$ cat src/hdl/ffsa_pkg.sv
`default_nettype none

package ffsa_pkg;

    // Defaults for the top-level parameters.
    localparam int DEF_ENTRIES      = 1024;
    localparam int DEF_SECTORS      = 4096;
    localparam int DEF_SECTOR_SHIFT = 12;

    // Fixed field widths of the request and response beats.
    localparam int INDEX_W  = 10;
    localparam int BYTES_W  = 32;
    localparam int START_W  = 12;
    localparam int COUNT_W  = 8;
    localparam int STATUS_W = 3;

    // The free bitmap is stored and searched one word at a time.
    localparam int WORD_W = 64;
    localparam int OFF_W  = 6;

    // A run must start below this sector so that it fits the start field.
    localparam int START_LIMIT = 4096;
    localparam int MAX_RUN     = 255;

    typedef enum logic [STATUS_W-1:0] {
        ST_REUSED   = 3'd0,
        ST_PLACED   = 3'd1,
        ST_NOSPACE  = 3'd2,
        ST_TOOLARGE = 3'd3,
        ST_RESTORED = 3'd4
    } status_t;

    // Which run the bitmap marking engine works on.
    typedef enum logic [1:0] {
        MSRC_OLD   = 2'd0,
        MSRC_REST  = 2'd1,
        MSRC_FOUND = 2'd2
    } mark_src_t;

    // What gets written into the entry table.
    typedef enum logic [1:0] {
        EWR_ZERO  = 2'd0,
        EWR_REST  = 2'd1,
        EWR_FOUND = 2'd2
    } ent_src_t;

    typedef struct packed {
        logic      clear_wr;
        logic      take;
        logic      ent_we;
        ent_src_t  ent_src;
        logic      res_load;
        status_t   res_status;
        logic      mark_load;
        mark_src_t mark_src;
        logic      mark_rd;
        logic      mark_wr;
        logic      scan_start;
        logic      scan_step;
        logic      out_load;
    } cmd_t;

    typedef struct packed {
        logic idx_bad;
        logic is_restore;
        logic too_large;
        logic reuse;
        logic old_empty;
        logic rest_empty;
        logic mark_last;
        logic scan_hit;
        logic scan_fit;
        logic scan_last;
        logic clear_last;
    } sts_t;

endpackage

`default_nettype wire

$ cat src/hdl/ffsa_ctrl.sv
`default_nettype none

module ffsa_ctrl (
    input  wire logic           clk,
    input  wire logic           rst_n,
    input  wire logic           in_valid,
    output logic                in_ready,
    output logic                out_valid,
    input  wire logic           out_ready,
    input  wire ffsa_pkg::sts_t sts,
    output ffsa_pkg::cmd_t      cmd
);

    typedef enum logic [7:0] {
        S_CLEAR      = 8'b0000_0001,
        S_IDLE       = 8'b0000_0010,
        S_LOOKUP     = 8'b0000_0100,
        S_MARK_RD    = 8'b0000_1000,
        S_MARK_WR    = 8'b0001_0000,
        S_SCAN_START = 8'b0010_0000,
        S_SCAN       = 8'b0100_0000,
        S_FINISH     = 8'b1000_0000
    } state_t;

    state_t state_reg;
    state_t state_next;
    logic   freeing_reg;
    logic   freeing_next;
    logic   out_valid_reg;
    logic   out_valid_next;

    always_comb
    begin
        cmd          = '0;
        state_next   = state_reg;
        freeing_next = freeing_reg;
        unique case (state_reg)
            S_CLEAR:
            begin
                cmd.clear_wr = 1'b1;
                if (sts.clear_last)
                begin
                    state_next = S_IDLE;
                end
            end
            S_IDLE:
            begin
                if (in_valid)
                begin
                    cmd.take   = 1'b1;
                    state_next = S_LOOKUP;
                end
            end
            S_LOOKUP:
            begin
                cmd.res_load = 1'b1;
                if (sts.idx_bad)
                begin
                    cmd.res_status = ffsa_pkg::ST_NOSPACE;
                    state_next     = S_FINISH;
                end
                else if (sts.is_restore)
                begin
                    cmd.ent_we     = 1'b1;
                    cmd.ent_src    = ffsa_pkg::EWR_REST;
                    cmd.res_status = ffsa_pkg::ST_RESTORED;
                    if (sts.rest_empty)
                    begin
                        state_next = S_FINISH;
                    end
                    else
                    begin
                        cmd.mark_load = 1'b1;
                        cmd.mark_src  = ffsa_pkg::MSRC_REST;
                        freeing_next  = 1'b0;
                        state_next    = S_MARK_RD;
                    end
                end
                else if (sts.too_large)
                begin
                    cmd.res_status = ffsa_pkg::ST_TOOLARGE;
                    state_next     = S_FINISH;
                end
                else if (sts.reuse)
                begin
                    cmd.res_status = ffsa_pkg::ST_REUSED;
                    state_next     = S_FINISH;
                end
                else
                begin
                    // The record is cleared now; a successful search rewrites it.
                    cmd.ent_we     = 1'b1;
                    cmd.ent_src    = ffsa_pkg::EWR_ZERO;
                    cmd.res_status = ffsa_pkg::ST_NOSPACE;
                    if (sts.old_empty)
                    begin
                        state_next = S_SCAN_START;
                    end
                    else
                    begin
                        cmd.mark_load = 1'b1;
                        cmd.mark_src  = ffsa_pkg::MSRC_OLD;
                        freeing_next  = 1'b1;
                        state_next    = S_MARK_RD;
                    end
                end
            end
            S_MARK_RD:
            begin
                cmd.mark_rd = 1'b1;
                state_next  = S_MARK_WR;
            end
            S_MARK_WR:
            begin
                cmd.mark_wr = 1'b1;
                if (!sts.mark_last)
                begin
                    state_next = S_MARK_RD;
                end
                else if (freeing_reg)
                begin
                    state_next = S_SCAN_START;
                end
                else
                begin
                    state_next = S_FINISH;
                end
            end
            S_SCAN_START:
            begin
                cmd.scan_start = 1'b1;
                state_next     = S_SCAN;
            end
            S_SCAN:
            begin
                cmd.scan_step = 1'b1;
                if (sts.scan_hit)
                begin
                    if (sts.scan_fit)
                    begin
                        cmd.ent_we     = 1'b1;
                        cmd.ent_src    = ffsa_pkg::EWR_FOUND;
                        cmd.res_load   = 1'b1;
                        cmd.res_status = ffsa_pkg::ST_PLACED;
                        cmd.mark_load  = 1'b1;
                        cmd.mark_src   = ffsa_pkg::MSRC_FOUND;
                        freeing_next   = 1'b0;
                        state_next     = S_MARK_RD;
                    end
                    else
                    begin
                        state_next = S_FINISH;
                    end
                end
                else if (sts.scan_last)
                begin
                    state_next = S_FINISH;
                end
            end
            S_FINISH:
            begin
                if (!out_valid_reg || out_ready)
                begin
                    cmd.out_load = 1'b1;
                    state_next   = S_IDLE;
                end
            end
            default:
            begin
                state_next = S_IDLE;
            end
        endcase
    end

    always_comb
    begin
        if (cmd.out_load)
        begin
            out_valid_next = 1'b1;
        end
        else if (out_ready)
        begin
            out_valid_next = 1'b0;
        end
        else
        begin
            out_valid_next = out_valid_reg;
        end
    end

    always_ff @(posedge clk or negedge rst_n)
    begin
        if (!rst_n)
        begin
            state_reg     <= S_CLEAR;
            freeing_reg   <= 1'b0;
            out_valid_reg <= 1'b0;
        end
        else
        begin
            state_reg     <= state_next;
            freeing_reg   <= freeing_next;
            out_valid_reg <= out_valid_next;
        end
    end

    assign in_ready  = (state_reg == S_IDLE);
    assign out_valid = out_valid_reg;

endmodule

`default_nettype wire

$ cat config.mk
export PLATFORM = sky130hd
export DESIGN_NAME = ffsa_ctrl
export DESIGN_NICKNAME = d
export VERILOG_FILES = /design/src/hdl/ffsa_pkg.sv /design/src/hdl/ffsa_ctrl.sv
export SDC_FILE = /design/constraint.sdc
export NUM_CORES = 1
export LEC_CHECK = 0
export BUFFER_PORTS_ARGS = -buffer_cell sky130_fd_sc_hd__buf_2
export CORE_AREA = 3 3 44 46
export CTS_CLUSTER_DIAMETER = 100
export CTS_CLUSTER_SIZE = 40
export DETAILED_ROUTE_END_ITERATION = 8
export DIE_AREA = 0 0 47 49
export HOLD_SLACK_MARGIN = 0.03
export PLACE_DENSITY = 0.86
export SYNTH_ARGS = -nofsm -noshare
export SYNTH_HDL_FRONTEND = slang
export SYNTH_SLANG_ARGS = --single-unit
$ cat constraint.sdc
create_clock -name clk -period 3.1 [get_ports clk]
set_input_delay 0.62 -clock clk [delete_from_list [all_inputs] [get_ports clk]]
set_output_delay 0.62 -clock clk [all_outputs]
set_load 0.05 [all_outputs]
==> qor.yml <==
finalHoldViolations: 0
grt.total_usage_pct: 18.4
vias: 798
synth_top_flop_cell: "dfrtp_1"
p_clk_share_pct: 15.5
maxCapViolations: 0
avgSynthCellArea_sq_um: 8.81
start_util_pct: 51.5
drive_above_1_share_pct: 34.1
max_slew_margin_pct: 73.1
overflow: 0
post_dp_cell_area_sq_um: 945
synthCells: 90
yosysTopAreaCell: "dfrtp_1"
vdd_ir_drop_max_uv: 425
core_sq_um: 1540
grt_max_degree: 11
postLayoutCoreUtil_pct: 63.0
synth.ff_latch_count: 10
die_h_microns: 49
drt-total-wl_mm: 1.95
antenna_cells: 0
synth_edf_count: 0
gp_congestion: 0.901
finalPower_mw: 0.630
dr_wl_met2_microns: 988
cpPeakStageDelay_ns: 0.49
report.final.slew_viol_count: 0
p_comb_share_pct: 52.7
syn_area_sq_um: 793
yosysSeqAreaShare_pct: 31.7
period_share_pct: 85.7
synthTopCellsByArea: "dfrtp_1 (28%), nor4_4 (5.4%), and4b_1 (5.0%)"
largest_reg_flops: 8
grt_setup_unrepaired: "no"
rows: 14
setup_viol: 0
status: "finished clean"
met3_length_microns: 164
path_max_fanout: 9
tritoncts: "done"
dp_hpwl_mm: 1.55
critPathLaunchType: "flop"
drtPass1Iterations: 5
min_period_ns: 2.66
drc_errors: 0
grt_antenna_before_repair: 0
h-tree-depth: 1
cts_resized: 0
synth_most_common_cell: "nor2_1"
placed_cells_incl_taps: 135
dp_slack_ns: 0.629
syn_to_final_growth_pct: 22.4
async_flop_share_pct: 100
hold_class: "in2async"
port_buffers: 33
clk_pin_slew_ns: 0.07
insertion_delay_ns: 0.27
worst_setup_path_end_kind: "output pin"
first_iter_violations: 21
cts_made_buffers: 3
ys_types: 34
grt_pass1_vias: 735
fin_skew_ns: 0.000859
cp_cell_sequence: "nor4_4, nand4_1, o21a_1, inv_1, buf_2"
p_per_area_nw_per_um2: 649
tns_ns: 0
crit_required_ns: 2.48
dr.max_layer_used: "met4"
ant_nets: 0
clockRootBuffer: "clkbuf_4"
p_sw_mw: 0.309
fmax_mhz: 376
dieArea_sq_um: 2300
finalNonFillerCells: 139
final_area_sq_um: 971
worstSetupPathType: "reg2out"
cts_sinks: 10
synth_warnings: 0
hold_buffers: 0
nets: 139
seqPwrFrac_pct: 31.8
synthTopCellsByCount: "nor2_1 (10), dfrtp_1 (9), inv_1 (6)"
avgRoutedWirePerCell_microns: 14.1
yosysTopAreaCellShare_pct: 28.4
pin_count: 34
setup_ws_ns: 0.444
worst_pin_slew_ns: 0.400
clockBufferDepth: 2
drt-met1-wl_microns: 767
syn_nets: 105
cp_slowest_cell: "dfrtp_1"
p_sw_share_pct: 49.1
cts_setup_buffers: 0
grt_first_pass_wirelength_mm: 3.11
internal_power_mw: 0.321
whs_ns: 0.201
vias_per_cell: 5.74
cp.arrival_ns: 2.04
die_w_microns: 47
p_leak_nw: 0.554
==> critical path: cells and delay by family, from the launching register on <==
family / cells / cell delay (ns)
simple gates: 2 / 0.76
flops: 1 / 0.49
buf+inv: 2 / 0.30
compound gates: 1 / 0.22
==> placed cells by master, fill, tap and decap left out <==
cell type / synthesis / layout
or3_1: 1 / 1
o21ai_0: 5 / 5
xor2_1: 2 / 2
nand4b_1: 1 / 1
and4b_1: 4 / 4
o31ai_1: 2 / 2
a21oi_1: 2 / 2
nor4_4: 2 / 2
nand3b_1: 1 / 1
nand3_1: 4 / 4
nand4b_2: 1 / 1
buf_2: 0 / 33
nand2b_1: 4 / 4
clkbuf_1: 0 / 1
nor2_1: 10 / 10
nor3b_2: 1 / 1
dfrtp_1: 9 / 9
nor3b_1: 4 / 4
inv_1: 6 / 6
a21o_1: 1 / 1
o311a_1: 1 / 1
nand2_1: 5 / 5
dfstp_2: 1 / 1
o21a_1: 2 / 2
clkbuf_4: 0 / 3
a31oi_1: 1 / 1
o211ai_2: 1 / 1
nor2b_1: 4 / 4
nand4_1: 2 / 2
mux2_1: 1 / 1
nor4_1: 1 / 1
or2_1: 1 / 1
and2b_1: 1 / 1
o211ai_1: 2 / 2
and2_1: 3 / 3
==> path summary, 6_finish.rpt <==
path	start	to	slack, ns	cells past startpoint
max	state_reg[1]$_DFFE_PN0P_	cmd[7]	0.44	5
min	rst_n	state_reg[1]$_DFFE_PN0P_	0.20	1
max reg2reg	state_reg[1]$_DFFE_PN0P_	state_reg[1]$_DFFE_PN0P_	1.26	4
min reg2reg	freeing_reg$_DFFE_PN0P_	freeing_reg$_DFFE_PN0P_	0.54	1
max in group asynchronous	rst_n	state_reg[0]$_DFFE_PN1P_	2.64	1
min in group clk	sts[0]	state_reg[0]$_DFFE_PN1P_	0.48	2
==> final cells by class <==
class                           count  area (sq um)
Clock buffer                        4          26.3
Fill cell                         136           571
Inverter                            6          22.5
Multi-Input combinational cell     70           485
Sequential cell                    10           251
Tap cell                           16          20.0
Timing Repair Buffer               33           165
==> per-layer routing <==
metal	GRT usage [%]	vias up
met5	0	-
met4	8.29	0
met3	3.32	4
met2	30.1	41
met1	22.4	363
li1	-	390
==> power groups by stage <==
stage          Combinational, mW  Sequential [mW]  Clock, mW
2_1_floorplan              0.284            0.191          0
3_3_place_gp               0.327            0.197          0
3_5_place_dp               0.334            0.200          0
4_1_cts                    0.335            0.198      0.103
5_1_grt                    0.359            0.204      0.111
6_report                   0.332            0.200     0.0977
==> cell families after synthesis <==
logic type | Yosys count | share of synthesized area (%)
simple gates | 50 | 42.9
compound gates | 17 | 14.7
flops | 10 | 31.7
buf+inv | 10 | 7.10
xor+xnor | 2 | 2.21
mux | 1 | 1.42
(Power assumes the default switching activity.)
